File: config.mk
export PLATFORM = sky130hd
export DESIGN_NAME = rhwf_cell
export DESIGN_NICKNAME = d
export VERILOG_FILES = /design/src/design/rhwf_pkg.sv /design/src/design/rhwf_cell.sv
export SDC_FILE = /design/constraint.sdc
export NUM_CORES = 1
export LEC_CHECK = 0
export BUFFER_PORTS_ARGS = -buffer_cell sky130_fd_sc_hd__buf_2
export CELL_PAD_IN_SITES_DETAIL_PLACEMENT = 0
export CELL_PAD_IN_SITES_GLOBAL_PLACEMENT = 1
export CORE_ASPECT_RATIO = 1.5
export CORE_UTILIZATION = 33
export DETAILED_ROUTE_END_ITERATION = 7
export MAX_ROUTING_LAYER = met4
export PLACE_DENSITY = 0.84
export SYNTH_ARGS = -nofsm -noshare
export SYNTH_HDL_FRONTEND = slang
export SYNTH_SLANG_ARGS = --single-unit
export TNS_END_PERCENT = 50
File: constraint.sdc
create_clock -name i_clk -period 2.5 [get_ports i_clk]
set_clock_uncertainty 0.05 [all_clocks]
set_input_delay 0.375 -clock i_clk [delete_from_list [all_inputs] [get_ports i_clk]]
set_output_delay 0.375 -clock i_clk [all_outputs]
set_load 0.03 [all_outputs]
File: src/design/rhwf_pkg.sv
// rhwf_pkg: shared types and codes for the right-hand wall follower
// no dependencies; compiled first
`default_nettype none

package rhwf_pkg;

    localparam int HEAD_BITS    = 2;
    localparam int STATUS_BITS  = 3;
    localparam int CFG_IDX_BITS = 2;

    // absolute compass headings, also the wall vector index
    typedef enum logic [HEAD_BITS-1:0] {
        HEAD_UP,
        HEAD_RIGHT,
        HEAD_DOWN,
        HEAD_LEFT
    } t_heading;

    // result status codes
    typedef enum logic [STATUS_BITS-1:0] {
        STAT_ALIGN,
        STAT_MOVED,
        STAT_STUCK,
        STAT_LOOP,
        STAT_FULL,
        STAT_RANGE
    } t_status;

    // configuration register indexes
    typedef enum logic [CFG_IDX_BITS-1:0] {
        REG_START_X,
        REG_START_Y,
        REG_START_HEADING
    } t_cfg_reg;

    // top level sequencer
    typedef enum logic {
        S_IDLE,
        S_SEARCH
    } t_state;

    // control part of the search token walking the cell row
    typedef struct packed {
        logic valid;
        logic hit;
        logic stored;
    } t_tok_ctl;

    // decision from the move logic
    typedef struct packed {
        t_status status;
        logic    record;
        logic    halt;
        logic    fwd_done;
        logic    aligned;
    } t_move_ctl;

    localparam t_heading START_HEADING_RST = HEAD_RIGHT;

endpackage

`default_nettype wire

File: src/design/rhwf_cell.sv
// rhwf_cell: one history cell; stores a visit and checks the passing token
// depends on rhwf_pkg
`default_nettype none

module rhwf_cell #(
    parameter int ENTRY_BITS = 18,
    parameter int CNT_BITS   = 9
) (
    input  wire logic                  i_clk,
    input  wire logic                  i_rst_n,
    input  wire rhwf_pkg::t_tok_ctl    i_ctl,
    input  wire logic [ENTRY_BITS-1:0] i_probe,
    input  wire logic [CNT_BITS-1:0]   i_remain,
    output rhwf_pkg::t_tok_ctl         o_ctl,
    output logic [ENTRY_BITS-1:0]      o_probe,
    output logic [CNT_BITS-1:0]        o_remain
);

    logic [ENTRY_BITS-1:0] r_entry;
    rhwf_pkg::t_tok_ctl    r_ctl;
    logic [ENTRY_BITS-1:0] r_probe;
    logic [CNT_BITS-1:0]   r_remain;

    logic                  w_live;
    logic                  w_match;
    logic                  w_store;
    rhwf_pkg::t_tok_ctl    n_ctl;
    logic [CNT_BITS-1:0]   n_remain;

    // entries ahead of the fill point are compared, the first free one takes the probe
    assign w_live  = i_ctl.valid && !i_ctl.hit && !i_ctl.stored;
    assign w_match = w_live && (i_remain != '0) && (r_entry == i_probe);
    assign w_store = w_live && (i_remain == '0);

    always_comb begin
        n_ctl        = i_ctl;
        n_ctl.hit    = i_ctl.hit | w_match;
        n_ctl.stored = i_ctl.stored | w_store;
        n_remain     = (i_remain != '0) ? (i_remain - CNT_BITS'(1)) : i_remain;
    end

    always_ff @(posedge i_clk) begin
        if (!i_rst_n) begin
            r_ctl <= '0;
        end else begin
            r_ctl <= n_ctl;
        end
    end

    always_ff @(posedge i_clk) begin
        r_probe  <= i_probe;
        r_remain <= n_remain;
        if (w_store) begin
            r_entry <= i_probe;
        end
    end

    assign o_ctl    = r_ctl;
    assign o_probe  = r_probe;
    assign o_remain = r_remain;

endmodule

`default_nettype wire

Yosys cells after proc, flatten, opt, wreduce, memory -nomap -nowiden
Index checks and enable logic that the tools add are counted.
{ "word_totals": {"register_bits": 48, "in_bits": 32} }
{ "op_classes": {"add_sub_neg": 1, "bitwise": 2, "n_mux": 1, "eq_ne": 1, "n_reduce_logical": 9} }
{ "ops": {"columns": ["operator", "count"], "rows": [
  ["$eq A18 B18 Y1", 1],
  ["$logic_not A9 Y1", 1],
  ["$mux W9", 1],
  ["$reduce_bool A9 Y1", 1],
  ["$sub A9 B1 Y9 const B", 1],
  ["$logic_and A1 B1 Y1", 5],
  ["$logic_not A1 Y1", 2],
  ["$or A1 B1 Y1", 2]
]} }

Depth between registers and ports, before layout
{ "logic_depth": {"ltp_word": 6, "ltp_mapped": 6, "ltp_nobuf": 6} }

Worst setup path after synthesis
No wires, ideal clock.
{ "synth_path": {"path_kind": "in2reg", "startpoint": "input i_remain[6]", "endpoint": "register r_entry[0], enable pin", "stages": 3, "path_buffers": 0, "setup_slack_ns": -0.190, "required_time_ns": 2.058, "t_arrival_ns": 2.247, "path_cell_list": "or4_4 -> or4_4 -> nor2_1"} }
{ "synth_between": {"elab_chain_len": 2} }
{ "synth_lines": {"columns": ["element", "line", "rtl"], "rows": [
  ["start: declaration", "rhwf_cell.sv:13", "input wire logic [CNT_BITS-1:0] i_remain,"],
  ["$logic_not A9 Y1", "rhwf_cell.sv:33", "assign w_store = w_live && (i_remain == '0);"],
  ["$logic_and A1 B1 Y1", "rhwf_cell.sv:33", null],
  ["via w_store", "rhwf_cell.sv:26", "logic w_store;"],
  ["end signal: assignment", "rhwf_cell.sv:54", "r_entry <= i_probe;"],
  ["end: declaration", "rhwf_cell.sv:19", "logic [ENTRY_BITS-1:0] r_entry;"]
]} }
The timed path passes the listed nets, and every way through them passes these cells.
A chain may end at the register's enable or synchronous reset.

Worst setup path after layout
{ "layout_path": {"startpoint": "input i_remain[6]", "endpoint": "register r_entry[16], enable pin"} }
The elaborated chain is that of the path after synthesis.

==> impl_summary.md <==
Final layout
The count of cells in the finished layout, fillers not included, comes to 239. The antenna cell count is 0. The share of post-route cells with drive strength above 1 is 43.43%.

The number of nets in the layout is 207. In the layout the commonest cells are sky130_fd_sc_hd__buf_2 (61), sky130_fd_sc_hd__dfxtp_1 (30), sky130_fd_sc_hd__xor2_1 (22). In the final layout, flip-flops and latches occupy 0.001141 mm2. Summing all multi-input logic gate instances after layout gives 432.9 um2. From synthesis to final layout, the design area changed by 33.20%. The final-layout fill cell count is 443.

Leaving out fill and tap cells, the most frequent cell in the layout is sky130_fd_sc_hd__buf_2.

Critical path
The required time at the worst-slack endpoint is 2460 ps. The critical path goes through buf_2 > or4_4 > or4_4 > nor2_2 > buf_12. The delay of the slowest cell on the worst path is 570 ps. Among cell families on the critical path, the largest total delay comes from simple AND/OR/NAND/NOR gates. In this run the worst path has a maximum fanout of 18.

The critical path contains buffers and inverters numbering 2 combined. The element type at the critical path start is an input port. The arrival time of data at the critical path endpoint is 1900 ps. The capturing element type of the critical path is a flop. The slowest library cell on the worst path is sky130_fd_sc_hd__or4_4. The cell occurring most often along the worst timing path is sky130_fd_sc_hd__or4_4. The setup path with the least slack is of type input port to flop.

Synth
Yosys printed 0 warnings. After synthesis the cells add up to 0.001579 mm2. The number of instances in the synthesized netlist is 105. Synthesis inferred 48 register bits. Synthesis instantiated 23 different standard cells from the library.

The average footprint of a synthesized cell is 15.04 um2. The number of synthesized flops with an enable pin is 18. Counting every net in the synthesized netlist gives 138. The prevailing post-synth register cell is sky130_fd_sc_hd__dfxtp_1. Counting flops with an async set or reset pin after synthesis yields a share of 0%.

Of the synthesized area, sequential elements account for 72.27%.

Clock tree
The clock passes through at most 2 buffers. The number of buffers created by CTS is 5. The maximum level of the CTS H-tree is 2. TritonCTS built the clock tree. After clock tree synthesis, the setup repair step added 0 buffers.

The tree built by TritonCTS fans out to 48 sinks. Clock-pin slew was measured on the worst setup and hold paths at 80 ps. The cell chosen for the clock root is sky130_fd_sc_hd__clkbuf_8. The number of hold buffers added after cts is 0. The number of gates given a new drive strength after cts is 0.

The clock latency of the later-clocked register in the worst-skew pair is 300 ps.

Routing
The detailed-route DRC error count is 0. The routed layout has 993 vias. The violation count after the first detailed-route iteration is 23. The final layout contains routed wiring with a total length of 2.646 mm.

In this run the remaining antenna-violating nets after routing total 0. Before antenna repair, the detailed router went through 4 iterations. After detailed routing, the average wire length per cell comes to 11.07 um. The via density per instance is 4.155.

STA
Setup violations remaining at the end of the flow were counted as 0. The slew at the pin with the worst max-slew slack is 575.3 ps. The summed negative setup slack over all endpoints is 0 ps. The worst pin sits at a relative slew slack of 61.36%.

After layout, the worst path uses 77.64% of the clock period. Static timing analysis puts the maximum clock frequency at 0.5152 GHz. Hold timing on the final database bottoms out at a slack of 162.1 ps. The number of pins with negative max-slew slack in the final report came to 0.

After layout, the minimum clock period comes to 1941 ps. Setup repair after global routing left no endpoint under its margin. The final hold violation count is 0.

Floorplan
In this run the count of I/O pins placed on the die edge is 62. In this run the vertical extent of the chip is 86.72 um. The starting utilization of the core area is 34.77%. After floorplanning, the core was divided into 30 placement rows.

After floorplanning, the core was sized to cover 0.004542 mm2. The die footprint is 0.005071 mm2. The floorplan step set the die width to 58.48 um.

GRT
The global routing usage summed across all routing layers is 11.88%. The via count of the first global-routing pass came to 942. The number of antenna violations at the first check in global routing is 0. After global routing the overflow that remains totals 0. The global-route wire length before repair is 4.271 mm.

Entering global routing, the biggest net connects 19 pins.

Status
The flow ran to the end, and the final reports show no timing, DRC or antenna violations.

Pwr
The highest ir drop seen on vdd is 393.9 uV. The static leakage is 0.8888 nW. The cell area power density is 740.4 mW/mm2.

Place
The placer's final routability congestion estimate is 0.6923. Input and output buffers added on the ports amount to 61. The number of placed instances, taps included is 231. The wire-length estimate of the detail-placed layout is 2.087 mm.

Worst hold path
The path category of the worst min-delay check is input port to flop.

Run
The count of max-cap constraint violations is 0.
## layout make-up
cell class | count | area share [%]
Clock buffer | 6 | 3.926
Clock inverter | 2 | 1.606
Inverter | 2 | 0.3569
Multi-Input combinational cell | 55 | 20.58
Sequential cell | 48 | 54.25
Tap cell | 64 | 3.807
Timing Repair Buffer | 62 | 15.47
## cells in the mapped netlist (all sizes together), types with 2 or more instances
cell type	number	share of area (%)
dfxtp	30	38
xor2	22	12
edfxtp	18	34
nor4	6	3.3
nor2	3	0.71
nor3	3	0.95
inv	2	0.48
nand2	2	0.48
nand2b	2	0.79
o21ai	2	0.63
or3	2	0.79
or4	2	1.4
xnor2	2	1.1
## metal layers
layer / part of all wire (%) / global-route usage, % / vias up
met5: 0 / - / -
met4: 1.9 / 5.195 / 0
met3: 9.1 / 5.373 / 6
met2: 48 / 17.87 / 48
met1: 41 / 13.53 / 429
li1: - / - / 510
## power by group
| part | switching, mW | total, mW | internal (mW) |
|---|---|---|---|
| registers | 0.00548 | 0.843 | 0.837 |
| logic | 0.105 | 0.159 | 0.0539 |
| clock network | 0.234 | 0.556 | 0.322 |
| total | 0.344 | 1.56 | 1.21 |
## kinds of logic after synthesis
| kind of cell | count (synthesis) | share of synthesized area [%] |
|---|---|---|
| flip-flops | 48 | 72.27 |
| AND/OR/NAND/NOR | 25 | 10.93 |
| XOR/XNOR | 24 | 13.31 |
| AO/OA/AOI/OAI | 5 | 2.219 |
| buffers and inverters | 2 | 0.4756 |
| adder cells (fa/ha/maj) | 1 | 0.7923 |
## worst register-to-register path: cells and delay by family (launching register included)
family / cells / cell delay (ps)
flip-flops: 1 / 380
AO/OA/AOI/OAI: 1 / 230
AND/OR/NAND/NOR: 2 / 440
XOR/XNOR: 1 / 150
## flip-flops by register name (all words and copies together), names as in the netlist
register / flops
r_entry: 18
o_ctl: 3
o_probe: 18
o_remain: 9
## per-stage QoR
stage                     setup slack, ps  power [mW]  cell area, um2  utilization (%)
final                               559.0       1.557            2103            46.31
after global routing                507.4       1.614            2103            46.31
after CTS                           559.6       1.580            2103            46.31
after floorplan                     97.15      0.9494            1582                -
after global placement              251.6       1.021            1987            43.75
after detailed placement            240.8       1.022            1987            43.75
## path summary, 6_finish.rpt
check              start          end  slack, ps  cells past startpoint
max          i_remain[6]  r_entry[16]        560                      5
min          i_probe[10]  o_probe[10]        160                      1
max reg2reg  r_entry[14]     o_ctl[1]       1160                      4
min reg2reg   r_entry[2]     o_ctl[1]        540                      3
Note: power is estimated with default switching activity, not from simulation.
