[src/design/rhwf_pkg.sv]
// rhwf_pkg: shared types and codes for the right-hand wall follower
// no dependencies; compiled first
`default_nettype none

package rhwf_pkg;

    localparam int HEAD_BITS    = 2;
    localparam int STATUS_BITS  = 3;
    localparam int CFG_IDX_BITS = 2;

    // absolute compass headings, also the wall vector index
    typedef enum logic [HEAD_BITS-1:0] {
        HEAD_UP,
        HEAD_RIGHT,
        HEAD_DOWN,
        HEAD_LEFT
    } t_heading;

    // result status codes
    typedef enum logic [STATUS_BITS-1:0] {
        STAT_ALIGN,
        STAT_MOVED,
        STAT_STUCK,
        STAT_LOOP,
        STAT_FULL,
        STAT_RANGE
    } t_status;

    // configuration register indexes
    typedef enum logic [CFG_IDX_BITS-1:0] {
        REG_START_X,
        REG_START_Y,
        REG_START_HEADING
    } t_cfg_reg;

    // top level sequencer
    typedef enum logic {
        S_IDLE,
        S_SEARCH
    } t_state;

    // control part of the search token walking the cell row
    typedef struct packed {
        logic valid;
        logic hit;
        logic stored;
    } t_tok_ctl;

    // decision from the move logic
    typedef struct packed {
        t_status status;
        logic    record;
        logic    halt;
        logic    fwd_done;
        logic    aligned;
    } t_move_ctl;

    localparam t_heading START_HEADING_RST = HEAD_RIGHT;

endpackage

`default_nettype wire

[src/design/rhwf_move.sv]
// rhwf_move: alignment and right-hand choice for one step request
// depends on rhwf_pkg
`default_nettype none

module rhwf_move #(
    parameter int COORD_BITS = 8
) (
    input  wire logic [3:0]                     i_walls,
    input  wire logic [COORD_BITS-1:0]          i_x,
    input  wire logic [COORD_BITS-1:0]          i_y,
    input  wire logic [rhwf_pkg::HEAD_BITS-1:0] i_head,
    input  wire logic                           i_fwd_done,
    input  wire logic                           i_aligned,
    output logic [COORD_BITS-1:0]               o_x,
    output logic [COORD_BITS-1:0]               o_y,
    output logic [rhwf_pkg::HEAD_BITS-1:0]      o_head,
    output rhwf_pkg::t_move_ctl                 o_ctl
);

    localparam int HB = rhwf_pkg::HEAD_BITS;

    logic [HB-1:0]         h_p1, h_p2, h_p3;
    logic [HB-1:0]         h_rot, h_base, b_p1, b_p2, b_p3, h_pick, d_step;
    logic                  align_now, right_open, fwd_move, pick_ok, s_ok;
    logic [COORD_BITS-1:0] sx, sy;

    assign h_p1 = i_head + HB'(1);
    assign h_p2 = i_head + HB'(2);
    assign h_p3 = i_head + HB'(3);

    assign align_now  = !i_aligned;
    assign right_open = !i_walls[h_p1];
    assign fwd_move   = align_now && right_open && !i_fwd_done && !i_walls[i_head];

    // alignment turns: first right turn that leaves a wall on the right
    always_comb begin
        if (i_walls[h_p2]) begin
            h_rot = h_p1;
        end else if (i_walls[h_p3]) begin
            h_rot = h_p2;
        end else if (i_walls[i_head]) begin
            h_rot = h_p3;
        end else begin
            h_rot = i_head;
        end
    end

    assign h_base = (align_now && right_open) ? h_rot : i_head;
    assign b_p1   = h_base + HB'(1);
    assign b_p2   = h_base + HB'(2);
    assign b_p3   = h_base + HB'(3);

    // right, forward, left, back
    always_comb begin
        pick_ok = 1'b1;
        if (!i_walls[b_p1]) begin
            h_pick = b_p1;
        end else if (!i_walls[h_base]) begin
            h_pick = h_base;
        end else if (!i_walls[b_p3]) begin
            h_pick = b_p3;
        end else if (!i_walls[b_p2]) begin
            h_pick = b_p2;
        end else begin
            h_pick  = h_base;
            pick_ok = 1'b0;
        end
    end

    assign d_step = fwd_move ? i_head : h_pick;

    // neighbor cell with grid edge check
    always_comb begin
        sx   = i_x;
        sy   = i_y;
        s_ok = 1'b1;
        case (rhwf_pkg::t_heading'(d_step))
            rhwf_pkg::HEAD_UP: begin
                if (i_y == '0) s_ok = 1'b0;
                else sy = i_y - COORD_BITS'(1);
            end
            rhwf_pkg::HEAD_RIGHT: begin
                if (i_x == '1) s_ok = 1'b0;
                else sx = i_x + COORD_BITS'(1);
            end
            rhwf_pkg::HEAD_DOWN: begin
                if (i_y == '1) s_ok = 1'b0;
                else sy = i_y + COORD_BITS'(1);
            end
            default: begin
                if (i_x == '0) s_ok = 1'b0;
                else sx = i_x - COORD_BITS'(1);
            end
        endcase
    end

    always_comb begin
        o_x            = i_x;
        o_y            = i_y;
        o_head         = i_head;
        o_ctl.status   = rhwf_pkg::STAT_MOVED;
        o_ctl.record   = 1'b0;
        o_ctl.halt     = 1'b0;
        o_ctl.fwd_done = fwd_move ? i_fwd_done : 1'b1;
        o_ctl.aligned  = fwd_move ? i_aligned : 1'b1;
        if (fwd_move) begin
            if (s_ok) begin
                o_x          = sx;
                o_y          = sy;
                o_ctl.status = rhwf_pkg::STAT_ALIGN;
            end else begin
                o_ctl.status = rhwf_pkg::STAT_RANGE;
                o_ctl.halt   = 1'b1;
            end
        end else if (!pick_ok) begin
            o_head       = h_base;
            o_ctl.status = rhwf_pkg::STAT_STUCK;
            o_ctl.halt   = 1'b1;
        end else begin
            o_head = h_pick;
            if (s_ok) begin
                o_x          = sx;
                o_y          = sy;
                o_ctl.record = 1'b1;
            end else begin
                o_ctl.status = rhwf_pkg::STAT_RANGE;
                o_ctl.halt   = 1'b1;
            end
        end
    end

endmodule

`default_nettype wire

[config.mk]
export PLATFORM = sky130hd
export DESIGN_NAME = rhwf_move
export DESIGN_NICKNAME = d
export VERILOG_FILES = /design/src/design/rhwf_pkg.sv /design/src/design/rhwf_move.sv
export SDC_FILE = /design/constraint.sdc
export NUM_CORES = 1
export LEC_CHECK = 0
export BUFFER_PORTS_ARGS = -buffer_cell sky130_fd_sc_hd__buf_2
export CAP_MARGIN = 20
export CORE_UTILIZATION = 25
export DETAILED_ROUTE_END_ITERATION = 16
export PLACE_DENSITY = 0.56
export SLEW_MARGIN = 10
export SYNTH_ARGS = -nofsm -noshare
export SYNTH_HDL_FRONTEND = slang
export SYNTH_SLANG_ARGS = --single-unit
[constraint.sdc]
create_clock -name vclk -period 3.92
set_input_delay 0.588 -clock vclk [all_inputs]
set_output_delay 0.588 -clock vclk [all_outputs]
set_load 0.03 [all_outputs]
# Word-level counts from Yosys, hierarchy flattened
# Index checks and enable logic that the tools add are counted.
# Widths: inputs -> output; s select.
# classes
addsub	10
magnitude_cmp	8
eq_ne	4
n_mux	60
n_reduce_logical	11
# op_table
operator	count
$mux 8	10
$pmux 8 s2	2
$lt 2x3->1 const B	8
$mux 1	24
$mux 2	11
$add 8x1->8 const B	2
$bmux 1 s2	8
$eq 8x8->1 const B	2
$logic_not 8->1	2
$sub 8x1->8 const B	2
$mux 3	4
$add 2x2->2 const B	4
$add 2x1->2 const B	2
$logic_not 1->1	4
$logic_and 1x1->1	3
$pmux 1 s3	1
$eq 2x1->1 const B	1
$eq 2x2->1 const B	1
$logic_not 2->1	1
$reduce_or 2->1	1
# word_totals
ff_bits	0
inputBits	24
output_inout_bits	25
wordCells	93

# Depth between registers and ports, before layout
# logic_depth
ltp_word	20
mapped_depth	12
ltp_nobuf	10

# Least setup slack after synthesis
# Ideal clock, no wire load.
# synth_path
path_type	input to output
startpoint	input i_walls[3]
endpoint	output o_x[3]
arrival_ps	3620
required_ps	3332
path_slack_ps	-288
stages	12
n_path_buf	2
path_cell_list	buf_2 -> mux2_2 -> o32a_1 -> a21oi_1 -> inv_1 -> nor2_1 -> nor2_1 -> inv_1 -> buf_1 -> o21ai_0 -> a21oi_1 -> xor2_1
# synth_between
elab_chain_cells	20
word_cells_on_any_way	46
cone_classes	add/sub (3); eq/ne (2); mux (34); reduce/logical (7)
# synth_lines
item	line_no	rtl
start, declared	rhwf_move.sv:8	input wire logic [3:0] i_walls,
$bmux 1 s2	rhwf_move.sv:33, rhwf_move.sv:41	
$mux 1 (not written as such)	rhwf_move.sv:33, rhwf_move.sv:41	
$mux 2	rhwf_move.sv:41	end else if (i_walls[i_head]) begin
$mux 2	rhwf_move.sv:39	end else if (i_walls[h_p3]) begin
$mux 2	rhwf_move.sv:37	if (i_walls[h_p2]) begin
$mux 2	rhwf_move.sv:48	assign h_base = (align_now && right_open) ? h_rot : i_head;
$add 2x2->2	rhwf_move.sv:50	assign b_p2 = h_base + HB'(2);
$bmux 1 s2	rhwf_move.sv:62	end else if (!i_walls[b_p2]) begin
(+4 left out)	--	
$mux 2	rhwf_move.sv:56	if (!i_walls[b_p1]) begin
$mux 2	rhwf_move.sv:70	assign d_step = fwd_move ? i_head : h_pick;
$eq 2x2->1 or $logic_not 2->1 (tied branches)	rhwf_move.sv:77	case (rhwf_pkg::t_heading'(d_step))
$reduce_or 2->1 (no source line)	--	
$pmux 8 s2	rhwf_move.sv:77	
$mux 8	rhwf_move.sv:107, rhwf_move.sv:121	
$mux 8	rhwf_move.sv:115	end else if (!pick_ok) begin
$mux 8 (*)	rhwf_move.sv:106	if (fwd_move) begin
end, declared	rhwf_move.sv:14	output logic [COORD_BITS-1:0] o_x,
# Mark *: on every way between the ends. The rest lies on a longest branch, timed or not. The select of a mux whose other input is x is not followed.

# Final worst setup path
# layout_path
startpoint	input i_head[0] (netlist name)
endpoint	output o_y[3]
# layout_between
elab_chain_cells	19
word_cells_on_any_way	48
cone_classes	add/sub (6); eq/ne (2); mux (34); reduce/logical (6)
# layout_lines
item	line_no	rtl
start, declared	rhwf_move.sv:11	input wire logic [rhwf_pkg::HEAD_BITS-1:0] i_head,
$add 2x2->2 (tied with other cells)	rhwf_move.sv:29	assign h_p3 = i_head + HB'(3);
$bmux 1 s2 (tied with other cells)	rhwf_move.sv:39	
$mux 1 (not written as such) (tied with other cells)	rhwf_move.sv:39	
$mux 2 or $logic_not 1->1 (tied branches)	rhwf_move.sv:39, rhwf_move.sv:32	
$mux 2 or $logic_and 1x1->1 (tied branches)	rhwf_move.sv:37, rhwf_move.sv:33, rhwf_move.sv:48	
$mux 2	rhwf_move.sv:48	
$add 2x2->2	rhwf_move.sv:50	
$bmux 1 s2	rhwf_move.sv:62	
(+3 left out)	--	
$mux 2	rhwf_move.sv:58	end else if (!i_walls[h_base]) begin
$mux 2	rhwf_move.sv:56	
$mux 2	rhwf_move.sv:70	
$eq 2x2->1 (tied with other cells)	rhwf_move.sv:77	
$pmux 1 s3 or $pmux 8 s2 (tied branches)	rhwf_move.sv:77	
$mux 8	rhwf_move.sv:107, rhwf_move.sv:121	
$mux 8	rhwf_move.sv:115	
$mux 8 (*)	rhwf_move.sv:106	
end, declared	rhwf_move.sv:15	output logic [COORD_BITS-1:0] o_y,
# Marks and branches as above.

==> results.md <==
- Top cell type's share of synthesized area: 0.0638
- Total Routing Usage GR: 0.157
- Via/cell ratio: 5.42
- CP delay by family, top: compound AO/OA/AOI/OAI gates
- Die height: 75.0 um
- Final Cycle Share: 0.989
- Compound-Gate Fraction of Synth Area: 0.390
- Critical Path AT: about 3300 ps
- I/O Buffers: 49
- Synth warnings: 0
- Initial antenna violation count: 0
- Placed insts: between 300 and 400
- Most frequent cell after synthesis: nand2_1
- DRC viols: 0
- Synth top area cells: a21oi_1 6.4%, ha_1 5.6%, nand2_1 5.6%
- Critical Path End: o_y[3]
- CP Cell Sequence: buf_6, buf_4, nor2b_4, o32a_1, a21oi_2, buf_4, a311o_1, a211oi_2, nor2_2, a2111o_1, or3_4, xnor2_2, buf_6
- Worst path max stage delay: 480 ps
- Dpl ws: -169 ps
- Register Area: 0 um2
- Peak supply drop: between 100 and 150 uV
- Simple-gate area share of the yosys netlist: 0.399
- GR Util met2: 0.280
- Finish-stage setup viols: 0
- Detail-routed net length per standard cell: ~13 um
- PD cells: 218 nW/um2
- CP Launch Point: i_head[0]
- Max-cap violations: 0
- Critical path class: input pin to output port
- Final max-slew violation count: 0
- Grt total ovfl: 0
- Mapped Nets: ~250
- Synth Area in Adders: 0.0563
- Cell Area, Synth: around 1300 um2
- Worst path buffer plus inverter count: 4
- Max Freq: ~260 MHz
- Syn avg cell area: 6.14 um2
- GRT met3 Usage: 0
- Fraction of synthesized cell area in xor and xnor cells: 0.0526
- Period minus WS final: a little under 4000 ps
- Worst slew pin tran: ~550 ps
- 1st-iter DRT viols: 65
- Finished Cell Area: 2130 um2
- Clock buf count: 0
- DRT Wirelength: around 4700 um
- Vias in the first global route: approximately 1700
- Beginning of the worst hold path: i_x[2]
- Mux share of post-synthesis cell area: 0.00845
- Relative slew slack: 0.628
- Initial Util: 0.261
- Critical Path Fanout Max: 8
- Routability-driven placement congestion ratio: 0.819
- Post-synthesis sequential area ratio: 0
- Core Area: 5110 um2
- Largest family of logic cells by synthesized area: simple AND/OR/NAND/NOR gates
- GR Util met1: 0.224
- Footprint of the multi-input gates: around 1400 um2
- Post-synth top cells: 20 x nand2_1, 18 x inv_1, 17 x a21oi_1, 17 x nor2_1, 13 x nand3_1
- Placed Area: roughly 1900 um2
- CP max stage cell: a2111o_1
- P_leak: between 0.9 and 1 nW
- Antenna Violating Nets Remaining: 0
- Cells after Synth: about 220
- Die area: roughly 5600 um2
- DRT Pass-1 Iters: 4
- CP required: between 3000 and 4000 ps
- Ant. Diodes: 0
- Yosys top cell by area: a21oi_1
- Seq cells: 0
- Cell count along the critical path: 13
- Syn-to-layout area delta: 59.7%
- Io pins: ~50
- Final Hold Viols: 0
- Min-Delay Path Class: input pin to output port
- RSZ-0062 raised after global routing: true
- Vias: roughly 2000
- Die Wd: roughly 75 um
- Fin cells: 364
- Crit path launch type: input pin
- First-pass GRT wire length: a little over 7000 um
- Yosys cell types: 50
- Num rows: 26
- Final worst slack: between 40 and 50 ps
- Layer with the highest usage: met2
- Final #Nets: roughly 330
- CP Capture Type: output port
- Fill cells: roughly 570
- Share of cells above drive strength 1: 0.408
- Outcome: complete, no violations
- HPWL Detailed: about 3500 um
- Pin count of the biggest net entering global routing: 15
-- metal layers --
metal / part of all wire / up-vias
met3: 0.038 / 0
li1: - / 982
met2: 0.47 / 68
met5: 0 / -
met1: 0.49 / 922
met4: 0 / 0
-- per-stage QoR --
stage / total power [mW] / hold slack (ps) / TNS (ps) / util
after global placement: 0.402 / 1520 / -648 / 0.367
after detailed placement: 0.401 / 1530 / -681 / 0.367
after global routing: 0.502 / 1540 / -194 / 0.417
after CTS: 0.424 / 1530 / -32.3 / 0.385
final: 0.464 / 1530 / 0 / 0.417
after floorplan: 0.265 / 1300 / -17.2 / -
-- logic make-up (layout without fill, tap and decap cells) --
| group | after synthesis | count (layout) |
|---|---|---|
| xor gates and xnor gates | 8 | 8 |
| and+or+nand+nor | 101 | 101 |
| buffers and inverters | 31 | 108 |
| AOI/OAI and AO/OA | 70 | 70 |
| adders and majority gates | 6 | 6 |
| muxes | 1 | 1 |
-- timing repair --
item,4_1_cts,5_1_grt
hold buffers,0,0
gates resized for setup,16,32
endpoints found under the setup margin,7,14
buffers inserted,3,6
pin swaps,7,14
-- worst min-delay path by stage --
| stage | end | slack [ps] | depth (start not counted) |
|---|---|---|---|
| 6_report | o_x[2] | 1530 | 3 |
| 5_1_grt | o_x[3] | 1540 | 3 |
| 4_1_cts | o_x[3] | 1530 | 3 |
| 3_5_place_dp | o_x[3] | 1530 | 3 |
| 3_3_place_gp | o_x[3] | 1520 | 3 |
| 2_1_floorplan | o_y[4] | 1300 | 1 |
-- tightest hold or removal path, cell delays in order --
cell and delay, ps:
buf_2 120, xor2_1 70, buf_4 160
-- layout by cell type (no fill, tap or decap), types with 6 or more instances in the layout --
cell     netlist  routed
nor2_1        17      15
o21ai_0        7       7
nand4_1        6       6
nand3_1       13      13
inv_1         18      18
ha_1           6       6
nand2_1       20      19
nor3_1         9       8
a21oi_1       17      13
buf_2          7      40
buf_6          0       6
buf_4          0      43
and3_1        11      11
-- final cells by class --
type	count	share of cell area
inverters	18	0.0317
multi-input cells	186	0.643
well taps	70	0.0412
repair buffers	90	0.285
-- power breakdown --
part           leakage, nW  internal, mW  switching [mW]  total [mW]
sequential               0             0               0           0
combinational        0.990         0.196           0.268       0.464
clock                    0             0               0           0
Power figures use the tool's default switching activity.
